`src/split_access_load_store_unit_assert.svh`:
```
// Assertion macros for the split access load/store unit.
// Both macros sample on clk_i and stay quiet while rst_ni is low.
`ifndef SPLIT_ACCESS_LOAD_STORE_UNIT_ASSERT_SVH
`define SPLIT_ACCESS_LOAD_STORE_UNIT_ASSERT_SVH
`ifndef SYNTHESIS
`define SALSU_ASSERT(lbl, prop, msg) \
  lbl: assert property (@(posedge clk_i) disable iff (!rst_ni) (prop)) else $error(msg);
`define SALSU_ASSERT_NEXT(lbl, ante, cons, msg) \
  lbl: assert property (@(posedge clk_i) disable iff (!rst_ni) (ante) |=> (cons)) \
    else $error(msg);
`else
`define SALSU_ASSERT(lbl, prop, msg)
`define SALSU_ASSERT_NEXT(lbl, ante, cons, msg)
`endif
`endif

```
`src/salsu_pkg.sv`:
```
package salsu_pkg;

  // Operation codes carried by each request.
  typedef enum logic [2:0] {
    OP_PUSH_READ  = 3'd0,
    OP_PUSH_WRITE = 3'd1,
    OP_RETRY      = 3'd2,
    OP_RESPONSE   = 3'd3,
    OP_RELEASE    = 3'd4
  } op_e;

  // Access phase, one-hot.
  typedef enum logic [2:0] {
    PH_IDLE     = 3'b001,
    PH_PENDING  = 3'b010,
    PH_COMPLETE = 3'b100
  } phase_e;

  // Encoded phase as reported to the user.
  localparam logic [1:0] PHASE_CODE_IDLE     = 2'd0;
  localparam logic [1:0] PHASE_CODE_PENDING  = 2'd1;
  localparam logic [1:0] PHASE_CODE_COMPLETE = 2'd2;

  // Legal range and reset value of the line size register.
  localparam logic [3:0] LINE_LOG2_MIN   = 4'd3;
  localparam logic [3:0] LINE_LOG2_MAX   = 4'd10;
  localparam logic [3:0] LINE_LOG2_RESET = 4'd6;

  // Mask that keeps the low n bytes of a 64-bit word.
  function automatic logic [63:0] byte_mask(input logic [3:0] n);
    logic [63:0] m;
    m = '0;
    for (int b = 0; b < 8; b++) begin
      if (4'(b) < n) begin
        m[b*8 +: 8] = 8'hFF;
      end
    end
    return m;
  endfunction

  // Convert the one-hot phase to its reported code.
  function automatic logic [1:0] phase_code(input phase_e p);
    logic [1:0] c;
    unique case (p)
      PH_PENDING:  c = PHASE_CODE_PENDING;
      PH_COMPLETE: c = PHASE_CODE_COMPLETE;
      default:     c = PHASE_CODE_IDLE;
    endcase
    return c;
  endfunction

endpackage

```
`src/split_access_load_store_unit.sv`:
```
// A request is captured in the input register, and its result is then held in the result register.
// Throughput: one request per cycle; the input register and result register each take a
// new request whenever the stage ahead of them moves or is empty.
// Reset (rst_ni low, asynchronous): unit idle, counter and flags cleared, line size 2^6 bytes,
// both pipeline registers empty.
`include "split_access_load_store_unit_assert.svh"

module split_access_load_store_unit
  import salsu_pkg::*;
#(
  parameter int MAX_ACCESS_BYTES = 8,
  parameter int ADDR_WIDTH       = 48
) (
  input  logic                  clk_i,
  input  logic                  rst_ni,
  // Configuration.
  input  logic                  cfg_we_i,
  input  logic [3:0]            cfg_data_i,
  // Request channel.
  input  logic                  in_valid_i,
  output logic                  in_stall_o,
  input  logic [2:0]            operation_i,
  input  logic [ADDR_WIDTH-1:0] address_i,
  input  logic [3:0]            access_size_i,
  input  logic [63:0]           write_data_i,
  input  logic [63:0]           response_data_i,
  input  logic                  port_accepts_i,
  // Result channel.
  output logic                  out_valid_o,
  input  logic                  out_stall_i,
  output logic                  request_valid_o,
  output logic                  request_is_write_o,
  output logic [ADDR_WIDTH-1:0] request_address_o,
  output logic [3:0]            request_size_o,
  output logic [63:0]           request_data_o,
  output logic                  done_res_o,
  output logic [63:0]           read_data_o,
  output logic [31:0]           completion_count_o,
  output logic [1:0]            phase_o,
  output logic                  waiting_for_retry_o,
  output logic                  error_o
);

  localparam logic [3:0] MaxBytes = 4'(MAX_ACCESS_BYTES);

  // Configuration register.
  logic [3:0] line_log2_q;

  // Input register.
  logic                  in_valid_q;
  logic [2:0]            op_q;
  logic [ADDR_WIDTH-1:0] addr_in_q;
  logic [3:0]            size_in_q;
  logic [63:0]           wdata_in_q;
  logic [63:0]           resp_in_q;
  logic                  accepts_q;

  // Access state.
  phase_e                phase_q, phase_d;
  logic                  split_q, split_d;
  logic                  second_q, second_d;
  logic [3:0]            head_q, head_d;
  logic [3:0]            tail_q, tail_d;
  logic                  write_q, write_d;
  logic [ADDR_WIDTH-1:0] saved_addr_q, saved_addr_d;
  logic [3:0]            saved_size_q, saved_size_d;
  logic [63:0]           saved_wdata_q, saved_wdata_d;
  logic [63:0]           asm_q, asm_d;
  logic                  retry_q, retry_d;
  logic [31:0]           count_q, count_d;

  // Result register.
  logic                  out_valid_q;
  logic                  req_valid_q, req_valid_d;
  logic                  req_write_q, req_write_d;
  logic [ADDR_WIDTH-1:0] req_addr_q, req_addr_d;
  logic [3:0]            req_size_q, req_size_d;
  logic [63:0]           req_data_q, req_data_d;
  logic                  done_q, done_d;
  logic [63:0]           rdata_q, rdata_d;
  logic                  err_q, err_d;

  logic out_ready;
  logic fire;

  // The result register moves when empty or drained; the input register feeds it.
  assign out_ready  = !out_valid_q || !out_stall_i;
  assign fire       = in_valid_q && out_ready;
  assign in_stall_o = in_valid_q && !out_ready;

  always_ff @(posedge clk_i or negedge rst_ni) begin
    if (!rst_ni) begin
      line_log2_q <= LINE_LOG2_RESET;
    end else if (cfg_we_i) begin
      line_log2_q <= cfg_data_i;
    end
  end

  // Input register valid bit.
  always_ff @(posedge clk_i or negedge rst_ni) begin
    if (!rst_ni) begin
      in_valid_q <= 1'b0;
    end else if (!in_stall_o) begin
      in_valid_q <= in_valid_i;
    end
  end

  // Input register payload.
  always_ff @(posedge clk_i) begin
    if (in_valid_i && !in_stall_o) begin
      op_q       <= operation_i;
      addr_in_q  <= address_i;
      size_in_q  <= access_size_i;
      wdata_in_q <= write_data_i;
      resp_in_q  <= response_data_i;
      accepts_q  <= port_accepts_i;
    end
  end

  // One pass over the buffered request: update the access state, then describe the
  // request that is presented to the cache from the updated state.
  always_comb begin
    logic [3:0]  lg;
    logic [3:0]  n;
    logic [10:0] line;
    logic [10:0] room;
    logic        present;
    logic [63:0] d;
    logic [3:0]  rn;

    phase_d       = phase_q;
    split_d       = split_q;
    second_d      = second_q;
    head_d        = head_q;
    tail_d        = tail_q;
    write_d       = write_q;
    saved_addr_d  = saved_addr_q;
    saved_size_d  = saved_size_q;
    saved_wdata_d = saved_wdata_q;
    asm_d         = asm_q;
    retry_d       = retry_q;
    count_d       = count_q;
    present       = 1'b0;
    done_d        = 1'b0;
    err_d         = 1'b0;

    // Clamp the line size and the access size to their legal ranges.
    lg = line_log2_q;
    if (lg < LINE_LOG2_MIN) lg = LINE_LOG2_MIN;
    if (lg > LINE_LOG2_MAX) lg = LINE_LOG2_MAX;
    n = size_in_q;
    if (n == 4'd0) n = 4'd1;
    if (n > MaxBytes) n = MaxBytes;
    line = 11'(1) << lg;
    room = line - (addr_in_q[10:0] & (line - 11'd1));

    unique case (op_q) inside
      OP_PUSH_READ, OP_PUSH_WRITE: begin
        if (phase_q != PH_IDLE) begin
          err_d = 1'b1;
        end else begin
          saved_addr_d  = addr_in_q;
          saved_size_d  = n;
          write_d       = (op_q == OP_PUSH_WRITE);
          saved_wdata_d = write_d ? (wdata_in_q & byte_mask(n)) : '0;
          asm_d         = '0;
          if ({7'd0, n} <= room) begin
            split_d = 1'b0;
            head_d  = 4'd0;
            tail_d  = 4'd0;
          end else begin
            split_d = 1'b1;
            head_d  = room[3:0];
            tail_d  = n - room[3:0];
          end
          second_d = 1'b0;
          phase_d  = PH_PENDING;
          present  = 1'b1;
        end
      end
      OP_RETRY: begin
        if (phase_q == PH_PENDING && retry_q) begin
          present = 1'b1;
        end
      end
      OP_RESPONSE: begin
        if (phase_q != PH_PENDING || retry_q) begin
          err_d = 1'b1;
        end else if (split_q && !second_q) begin
          // Head part answered: keep its bytes and send the tail part.
          if (!write_q) begin
            asm_d = resp_in_q & byte_mask(head_q);
          end
          second_d = 1'b1;
          present  = 1'b1;
        end else begin
          if (!write_q) begin
            if (split_q) begin
              asm_d = asm_q | ((resp_in_q & byte_mask(tail_q)) << {head_q[2:0], 3'b000});
            end else begin
              asm_d = resp_in_q & byte_mask(saved_size_q);
            end
          end
          phase_d = PH_COMPLETE;
          count_d = count_q + 32'd1;
          done_d  = 1'b1;
        end
      end
      OP_RELEASE: begin
        if (phase_q != PH_COMPLETE) begin
          err_d = 1'b1;
        end else begin
          phase_d  = PH_IDLE;
          split_d  = 1'b0;
          second_d = 1'b0;
          head_d   = 4'd0;
          tail_d   = 4'd0;
          retry_d  = 1'b0;
        end
      end
      default: begin
        err_d = 1'b1;
      end
    endcase

    // Describe the in-flight request: whole access, head part or tail part.
    if (split_d && second_d) begin
      req_addr_d = saved_addr_d + ADDR_WIDTH'(head_d);
      rn         = tail_d;
      d          = saved_wdata_d >> {head_d[2:0], 3'b000};
    end else begin
      req_addr_d = saved_addr_d;
      rn         = split_d ? head_d : saved_size_d;
      d          = saved_wdata_d;
    end

    req_valid_d = present;
    req_write_d = present && write_d;
    if (!present) req_addr_d = '0;
    req_size_d  = present ? rn : 4'd0;
    req_data_d  = (present && write_d) ? (d & byte_mask(rn)) : '0;
    if (present) retry_d = !accepts_q;

    rdata_d = (done_d && !write_d) ? (asm_d & byte_mask(saved_size_d)) : '0;
  end

  // Access control state.
  always_ff @(posedge clk_i or negedge rst_ni) begin
    if (!rst_ni) begin
      phase_q  <= PH_IDLE;
      split_q  <= 1'b0;
      second_q <= 1'b0;
      head_q   <= 4'd0;
      tail_q   <= 4'd0;
      write_q  <= 1'b0;
      asm_q    <= '0;
      retry_q  <= 1'b0;
      count_q  <= '0;
    end else if (fire) begin
      phase_q  <= phase_d;
      split_q  <= split_d;
      second_q <= second_d;
      head_q   <= head_d;
      tail_q   <= tail_d;
      write_q  <= write_d;
      asm_q    <= asm_d;
      retry_q  <= retry_d;
      count_q  <= count_d;
    end
  end

  // Latched access, written by every push before it is read.
  always_ff @(posedge clk_i) begin
    if (fire) begin
      saved_addr_q  <= saved_addr_d;
      saved_size_q  <= saved_size_d;
      saved_wdata_q <= saved_wdata_d;
    end
  end

  // Result register valid bit.
  always_ff @(posedge clk_i or negedge rst_ni) begin
    if (!rst_ni) begin
      out_valid_q <= 1'b0;
    end else if (out_ready) begin
      out_valid_q <= fire;
    end
  end

  // Result register payload; state fields are taken from the updated state.
  logic [31:0] count_res_q;
  logic [1:0]  phase_res_q;
  logic        retry_res_q;

  always_ff @(posedge clk_i) begin
    if (fire) begin
      req_valid_q <= req_valid_d;
      req_write_q <= req_write_d;
      req_addr_q  <= req_addr_d;
      req_size_q  <= req_size_d;
      req_data_q  <= req_data_d;
      done_q      <= done_d;
      rdata_q     <= rdata_d;
      count_res_q <= count_d;
      phase_res_q <= phase_code(phase_d);
      retry_res_q <= retry_d;
      err_q       <= err_d;
    end
  end

  assign out_valid_o         = out_valid_q;
  assign request_valid_o     = req_valid_q;
  assign request_is_write_o  = req_write_q;
  assign request_address_o   = req_addr_q;
  assign request_size_o      = req_size_q;
  assign request_data_o      = req_data_q;
  assign done_res_o          = done_q;
  assign read_data_o         = rdata_q;
  assign completion_count_o  = count_res_q;
  assign phase_o             = phase_res_q;
  assign waiting_for_retry_o = retry_res_q;
  assign error_o             = err_q;

  // A refused request can only exist while an access is pending.
  `SALSU_ASSERT(a_retry_pending, !retry_q || phase_q == PH_PENDING, "retry flag outside pending")
  // The tail phase exists only for a split access, and the parts add up to its size.
  `SALSU_ASSERT(a_second_split, !second_q || split_q, "second half without split")
  `SALSU_ASSERT(a_split_sizes, !split_q || (head_q + tail_q == saved_size_q && head_q != 4'd0),
                "split parts do not cover the access")
  // Every completion bumps the counter by exactly one.
  `SALSU_ASSERT_NEXT(a_count_step, fire && done_d, count_q == $past(count_q) + 32'd1,
                     "completion counter did not advance")
  // A completion result always reports the complete phase.
  `SALSU_ASSERT(a_done_phase, !(out_valid_q && done_q) || phase_res_q == PHASE_CODE_COMPLETE,
                "done reported outside complete phase")

endmodule

```
`config.mk`:
```
export PLATFORM = sky130hd
export DESIGN_NAME = split_access_load_store_unit
export DESIGN_NICKNAME = d
export VERILOG_FILES = /design/src/salsu_pkg.sv /design/src/split_access_load_store_unit.sv
export VERILOG_INCLUDE_DIRS = /design/src /design/src/src
export SDC_FILE = /design/constraint.sdc
export NUM_CORES = 1
export LEC_CHECK = 0
export BUFFER_PORTS_ARGS = -buffer_cell sky130_fd_sc_hd__buf_2
export CELL_PAD_IN_SITES_DETAIL_PLACEMENT = 1
export CELL_PAD_IN_SITES_GLOBAL_PLACEMENT = 1
export CORE_MARGIN = 3
export CORE_UTILIZATION = 40
export CTS_CLUSTER_DIAMETER = 60
export DETAILED_ROUTE_END_ITERATION = 10
export PLACE_DENSITY = 0.7
export SLEW_MARGIN = 20
export SYNTH_ARGS = -nofsm -noshare
export SYNTH_HDL_FRONTEND = slang
export SYNTH_SLANG_ARGS = --single-unit
export TNS_END_PERCENT = 50
```
`constraint.sdc`:
```
create_clock -name clk_i -period 15.3 [get_ports clk_i]
set_input_delay 3.06 -clock clk_i [delete_from_list [all_inputs] [get_ports clk_i]]
set_output_delay 3.06 -clock clk_i [all_outputs]
set_load 0.05 [all_outputs]
```
# ---- Word level (Yosys, flattened, before mapping)
# Cells that the tools add are included.
dict set report totals {
  regBits 636
  latch_bits 0
  mem_bits_rw 0
  mem_bits_ro 0
  inputBits 193
  output_inout_bits 221
  n_memories 0
}
dict set report op_classes {
  addsub 5
  n_mul 0
  div 0
  order_cmp 52
  eq_ne 10
  shifts 3
  n_mux 241
  n_bitwise 8
  reduce_logical 20
}
# op n
set ops {}
lappend ops {{8-bit two-way mux} 176}
lappend ops {{64-bit two-way mux} 10}
lappend ops {{64-bit AND} 6}
lappend ops {{48-bit two-way mux} 3}
lappend ops {{64-bit case mux with 2 select lines} 1}
lappend ops {{3-bit by 4-bit < comparator with 1-bit output (first input constant)} 24}
lappend ops {{32-bit two-way mux} 3}
lappend ops {{64-bit bitwise OR} 1}
lappend ops {{64-bit by 6-bit left shift with 64-bit output} 1}
lappend ops {{64-bit by 6-bit >> shifter with 64-bit output} 1}
lappend ops {{4-bit two-way mux} 14}
lappend ops {{48-bit by 4-bit adder with 48-bit output} 1}
lappend ops {{1-bit by 4-bit < comparator with 1-bit output (first input constant)} 12}
lappend ops {{2-bit by 4-bit < comparator with 1-bit output (first input constant)} 12}
lappend ops {{32-bit by 1-bit adder with 32-bit output (second input constant)} 1}
lappend ops {{1-bit two-way mux} 22}
lappend ops {{4-bit case mux with 2 select lines} 2}
lappend ops {{3-bit by 2-bit == test with 1-bit output (second input constant)} 4}
lappend ops {{3-bit two-way mux} 4}
lappend ops {{11-bit AND} 1}
lappend ops {{4-bit by 11-bit less-or-equal comparator with 1-bit output} 1}
lappend ops {{1-bit by 4-bit left shift with 11-bit output (first input constant)} 1}
lappend ops {{11-bit by 1-bit subtractor with 11-bit output (second input constant)} 1}
lappend ops {{11-bit subtractor} 1}
lappend ops {{19 further kinds} 36}

# ---- Depth between registers and ports, before layout
dict set report logic_depth {
  depth_word 17
  ltp_mapped 26
}

# ---- Worst setup path after synthesis
# No wires, ideal clock.
dict set report synth_timing {
  path_type {in2reg}
  start {in out_stall_i}
  end {reg phase_q[1]}
  setup_ps 528
  arrival_ps 13028
  required_ps 14772
  path_slack_ps 1744
  path_stages 5
  n_path_buf 1
  cell_sequence {nand2_1 > nand2_1 > inv_2 > buf_1 > a21oi_1}
}
dict set report synth_via {
  elab_chain_len 3
}
# item line_no
set synth_lines {}
lappend synth_lines {{start, declared} split_access_load_store_unit.sv:30} ;# input logic out_stall_i,
lappend synth_lines {{1-bit logical NOT} split_access_load_store_unit.sv:87} ;# assign out_ready = !out_valid_q || !out_stall_i;
lappend synth_lines {{1-bit logical OR} split_access_load_store_unit.sv:87}
lappend synth_lines {{1-bit logical AND} split_access_load_store_unit.sv:88} ;# assign fire = in_valid_q && out_ready;
lappend synth_lines {{named net fire} split_access_load_store_unit.sv:84} ;# logic fire;
lappend synth_lines {{end signal, assigned} split_access_load_store_unit.sv:260} ;# phase_q <= phase_d;
lappend synth_lines {{end, declared} split_access_load_store_unit.sv:59} ;# phase_e phase_q, phase_d;
# The timed path passes the listed nets, and every way through them passes these cells.
# A chain may end at the register's enable or synchronous reset.

# ---- Final worst setup path
dict set report layout_timing {
  start {reg line_log2_q[3]}
  end {reg req_addr_q[47] (netlist: request_address_o[47]) (data pin)}
}
dict set report layout_via {
  elab_chain_len 14
  elab_cells_between_ends 18
}
# item line_no
set layout_lines {}
lappend layout_lines {{start, declared} split_access_load_store_unit.sv:47} ;# logic [3:0] line_log2_q;
lappend layout_lines {{start signal, assigned} split_access_load_store_unit.sv:95} ;# line_log2_q <= cfg_data_i;
lappend layout_lines {{4-bit by 2-bit < comparator with 1-bit output} split_access_load_store_unit.sv:149} ;# if (lg < LINE_LOG2_MIN) lg = LINE_LOG2_MIN;
lappend layout_lines {{4-bit two-way mux (*)} split_access_load_store_unit.sv:149}
lappend layout_lines {{4-bit greater-than comparator} split_access_load_store_unit.sv:150} ;# if (lg > LINE_LOG2_MAX) lg = LINE_LOG2_MAX;
lappend layout_lines {{4-bit two-way mux (*)} split_access_load_store_unit.sv:150}
lappend layout_lines {{1-bit by 4-bit left shift with 11-bit output (*)} split_access_load_store_unit.sv:154} ;# line = 11'(1) << lg;
lappend layout_lines {{11-bit by 1-bit subtractor with 11-bit output} split_access_load_store_unit.sv:155} ;# room = line - (addr_in_q[10:0] & (line - 11'd1));
lappend layout_lines {{11-bit AND} split_access_load_store_unit.sv:155}
lappend layout_lines {{11-bit subtractor (*)} split_access_load_store_unit.sv:155}
lappend layout_lines {{4-bit by 11-bit less-or-equal comparator with 1-bit output} split_access_load_store_unit.sv:167} ;# if ({7'd0, n} <= room) begin
lappend layout_lines {{4-bit two-way mux / 1-bit two-way mux (equally long branches)} split_access_load_store_unit.sv:167}
lappend layout_lines {{4-bit two-way mux / 1-bit two-way mux (equally long branches)} split_access_load_store_unit.sv:159} ;# if (phase_q != PH_IDLE) begin
lappend layout_lines {{4-bit case mux with 2 select lines / 1-bit case mux with 2 select lines (equally long branches)} split_access_load_store_unit.sv:157} ;# unique case (op_q) inside
lappend layout_lines {{48-bit by 4-bit adder with 48-bit output / 1-bit logical AND (equally long branches)} {split_access_load_store_unit.sv:228, split_access_load_store_unit.sv:227}}
lappend layout_lines {{48-bit two-way mux (*)} split_access_load_store_unit.sv:227} ;# if (split_d && second_d) begin
lappend layout_lines {{end signal, assigned} split_access_load_store_unit.sv:299} ;# req_addr_q <= req_addr_d;
lappend layout_lines {{end, declared} split_access_load_store_unit.sv:76} ;# logic [ADDR_WIDTH-1:0] req_addr_q, req_addr_d;
# Every way passes the cells marked *; elsewhere a longest branch is shown, timed or not.

==> results.tsv <==
stage	metric	value	unit
run_status	status	finished clean	
synthesis	top_reg_cell synth	edfxtp_1	
route	# DRC	0	
job	max cap viols	0	
timing	Total Neg Setup Slack	0	ns
critical_path	kind of critical path	flip-flop to flip-flop	
synthesis	Post-Syn Instances	2944	
timing	fmax	148	MHz
synthesis	share of the synthesized area in the top cell type	49.2	%
synthesis	number of synthesis warnings	0	
final_layout	most frequent cells in the layout	edfxtp_1 (519), buf_2 (412), nand2_1 (356), nor2_1 (283), a21oi_1 (231)	
critical_path	Setup crit start	line_log2_q[3]$_DFFE_PN0P_	
synthesis	Synth area leaders	edfxtp_1 (49%), dfrtp_1 (9.0%), nand2_1 (4.3%)	
global_routing	pin count of the biggest net entering global routing	95	
critical_path	Critical path destination	request_address_o[47]$_SDFFCE_PN0P_	
power_and_ir_drop	pwr dens	118	nW/um^2
critical_path	CP max FO	26	
timing	Worst Setup Slack, final	8.55	ns
critical_path	worst reg2reg path startpoint	line_log2_q[3]$_DFFE_PN0P_	
critical_path	startpoint types	flip-flop	
synthesis	synthesized area per cell	10.8	sq um
timing	Period Utilization, post-route	44.1	%
critical_path	critical path arrival	7.11	ns
critical_path	Critical Path RT	15.65	ns
critical_path	Largest stage delay, worst path	0.88	ns
clocking	# clock sinks	636	
final_layout	final net count	3503	
global_routing	Remaining Overflow, GRT	0	
synthesis	number of synthesized flops with an enable pin	519	
floorplan	CORE AREA	78000	sq um
floorplan	Die Height	287	um
critical_path	R2R Setup Slk	8.55	ns
floorplan	Die ar.	82600	sq um
clocking	cts repair resizes	0	
final_layout	Finished Core Util	47.8	%
place	gpl congestion	0.977	
clocking	Post-CTS Setup Inserts	0	
timing	skew final	0.0249	ns
global_routing	initial antenna violation count	2	
place	Setup WS pre-CTS	8.60	ns
synthesis	Seq/Total Area, Yosys	58.5	%
worst_hold_path	Hold/Removal Path Class	flip-flop to flip-flop	
place	IO buf count	413	
critical_path	CP cell instances	nand2b_1 -> nor2_1 -> ha_1 -> nand2_1 -> a311oi_1 -> or3_1 -> o2111ai_1 -> nor4_2 -> and4_1 -> nor2_4 -> inv_2 -> ha_1 -> a21o_1 -> a21oi_1 -> nor2b_1 -> o211ai_1 -> nor2_1 -> and3_1 -> xnor2_1 -> nor2_1	
clocking	Root Driver	clkbuf_16	
critical_path	most frequent CP cell	nor2_1	
route	Vias/cell	6.02	
route	Final ANT Viol Nets	0	
clocking	CTS Buffer Depth	3	
route	final WL	119000	um
clocking	cts hold-fix bufs	0	
synthesis	post-synth cell types	96	
timing	fin. max-slew vios	0	
synthesis	most area-hungry cell type in the Yosys netlist	edfxtp_1	
synthesis	Cell Area, Synth	31700	sq um
timing	RSZ-0062 raised after global routing	false	
clocking	H-tree depth	3	
timing	hold slack final	0.477	ns
timing	min Tclk post-route	6.75	ns
route	Pre-antenna DRT Iters	9	
clocking	TritonCTS clock tree	yes	
floorplan	I/O pins	414	
route	Routed WL per cell	26.9	um
place	Post-DP HPWL	84700	um
clocking	worst-skew pair later-pin latency	0.63	ns
power_and_ir_drop	Leak	14.2	nW
global_routing	Global Route Usage Sum	28.1	%
timing	Slew @ Worst Pin	1.26	ns
final_layout	share of layout cells above drive strength 1	19.8	%
timing	final setup fails	0	
synthesis	Async SR Flop Fraction	18.4	%
global_routing	global-route wire length before repair	175000	um
route	DRT iter0 DRCs	2465	
synthesis	post-synthesis register bit count	636	
clocking	Clock transition at path regs	0.06	ns
power_and_ir_drop	Worst VDD drop	0.129	mV
final_layout	Synth-to-Final Area Change	17.8	%
critical_path	CP endpoint kind	flip-flop	
route	Via Count	26500	
floorplan	# rows	102	
worst_hold_path	HP Start	count_q[18]$_DFFE_PN0P_	
floorplan	die width	287	um
floorplan	Starting Density	40.6	%
clocking	Num CTS Buffers	77	
critical_path	reg2reg path depth	20	
critical_path	RR Endpoint	request_address_o[47]$_SDFFCE_PN0P_	
global_routing	number of global-route vias before repair	27000	
final_layout	commonest non-fill, non-tap cell in the layout	edfxtp_1	
timing	Fin. Hold Viols	0	
critical_path	Critical Path Slowest Stage Cell	and4_1	
final_layout	Fill cells	8544	
timing	Worst slew margin	15.9	%
[area by class of cell]
class / instances / area (sq um) / share of cell area (%)
flip-flops and latches: 636 / 18500 / 49.6
multi-input cells: 2033 / 12100 / 32.5
repair buffers: 456 / 2420 / 6.48
clock buffers: 98 / 2060 / 5.51
well taps: 1040 / 1300 / 3.49
clock inverters: 45 / 539 / 1.45
inverters: 90 / 345 / 0.926
diodes: 3 / 7.51 / 0.0201
[kinds of logic (layout without fill, tap and decap cells)]
family	count (synthesis)	count (layout)	share of synthesized area [%]
xor gates and xnor gates	99	99	2.76
and+or+nand+nor	978	978	14.1
buffers and inverters	276	689	3.48
AOI/OAI and AO/OA	869	869	18.2
DFF	636	636	58.5
adders and majority gates	16	16	0.680
muxes	69	69	2.31
other	1	5	0.0118
[sequential cells by signal, indices dropped and copies added, names as in the netlist, 64 cells and up]
name,flops
read_data_o,64
saved_wdata_q,64
request_data_o,64
asm_q,64
resp_in_q,64
wdata_in_q,64
[synthesized netlist by cell type (all sizes together) (14+ instances only)]
| cell | n |
|---|---|
| nor2 | 288 |
| xor2 | 26 |
| inv | 90 |
| or3 | 21 |
| o211ai | 15 |
| nand2 | 359 |
| a31oi | 27 |
| edfxtp | 519 |
| clkbuf | 135 |
| nand4 | 23 |
| and2 | 14 |
| a32oi | 28 |
| a221oi | 35 |
| a2bb2oi | 15 |
| and3 | 35 |
| nor2b | 20 |
| o21a | 23 |
| mux2 | 32 |
| xnor2 | 73 |
| dfrtp | 114 |
| buf | 51 |
| nand3 | 85 |
| ha | 14 |
| a2111oi | 18 |
| nor3 | 76 |
| o21ai | 193 |
| o31ai | 18 |
| a21oi | 234 |
| a211oi | 61 |
| mux2i | 37 |
| a22oi | 48 |
| o22ai | 17 |
| a22o | 35 |
[power breakdown]
group	switching, W	internal (W)
Combinational	0.000372	0.000113
Clock	0.000777	0.00110
Sequential	0.0000569	0.00196
Total	0.00121	0.00318
[stage by stage]
stage	total power [W]	area, sq um	instances
2_1_floorplan	0.00238	31700	2945
3_3_place_gp	0.00252	34700	4254
3_5_place_dp	0.00253	34700	4254
4_1_cts	0.00443	37300	4397
5_1_grt	0.00453	37300	4400
6_report	0.00438	37300	4401
[critical path, delay by kind of cell, from the launching register on]
family | cells | cell delay (ns)
compound gates | 5 | 1.39
xor+xnor | 1 | 0.13
fa+ha+maj | 2 | 0.81
buf+inv | 1 | 0.46
flops | 1 | 0.70
simple gates | 11 | 2.97
[worst min path at each step]
| stage | to | slack (ns) | cells past startpoint |
|---|---|---|---|
| after floorplan | count_q[18]$_DFFE_PN0P_ | 0.44 | 1 |
| after global placement | count_q[18]$_DFFE_PN0P_ | 0.46 | 1 |
| after detailed placement | count_q[18]$_DFFE_PN0P_ | 0.47 | 1 |
| after CTS | count_q[18]$_DFFE_PN0P_ | 0.48 | 1 |
| after global routing | count_q[18]$_DFFE_PN0P_ | 0.50 | 1 |
| final | count_q[18]$_DFFE_PN0P_ | 0.48 | 1 |
[layer usage]
layer	wire, um	track usage, %
met3	7920	4.78
met1	47500	35.8
met2	58500	47.9
met5	0	0
met4	4630	10.2
Power figures use the tool's default switching activity.
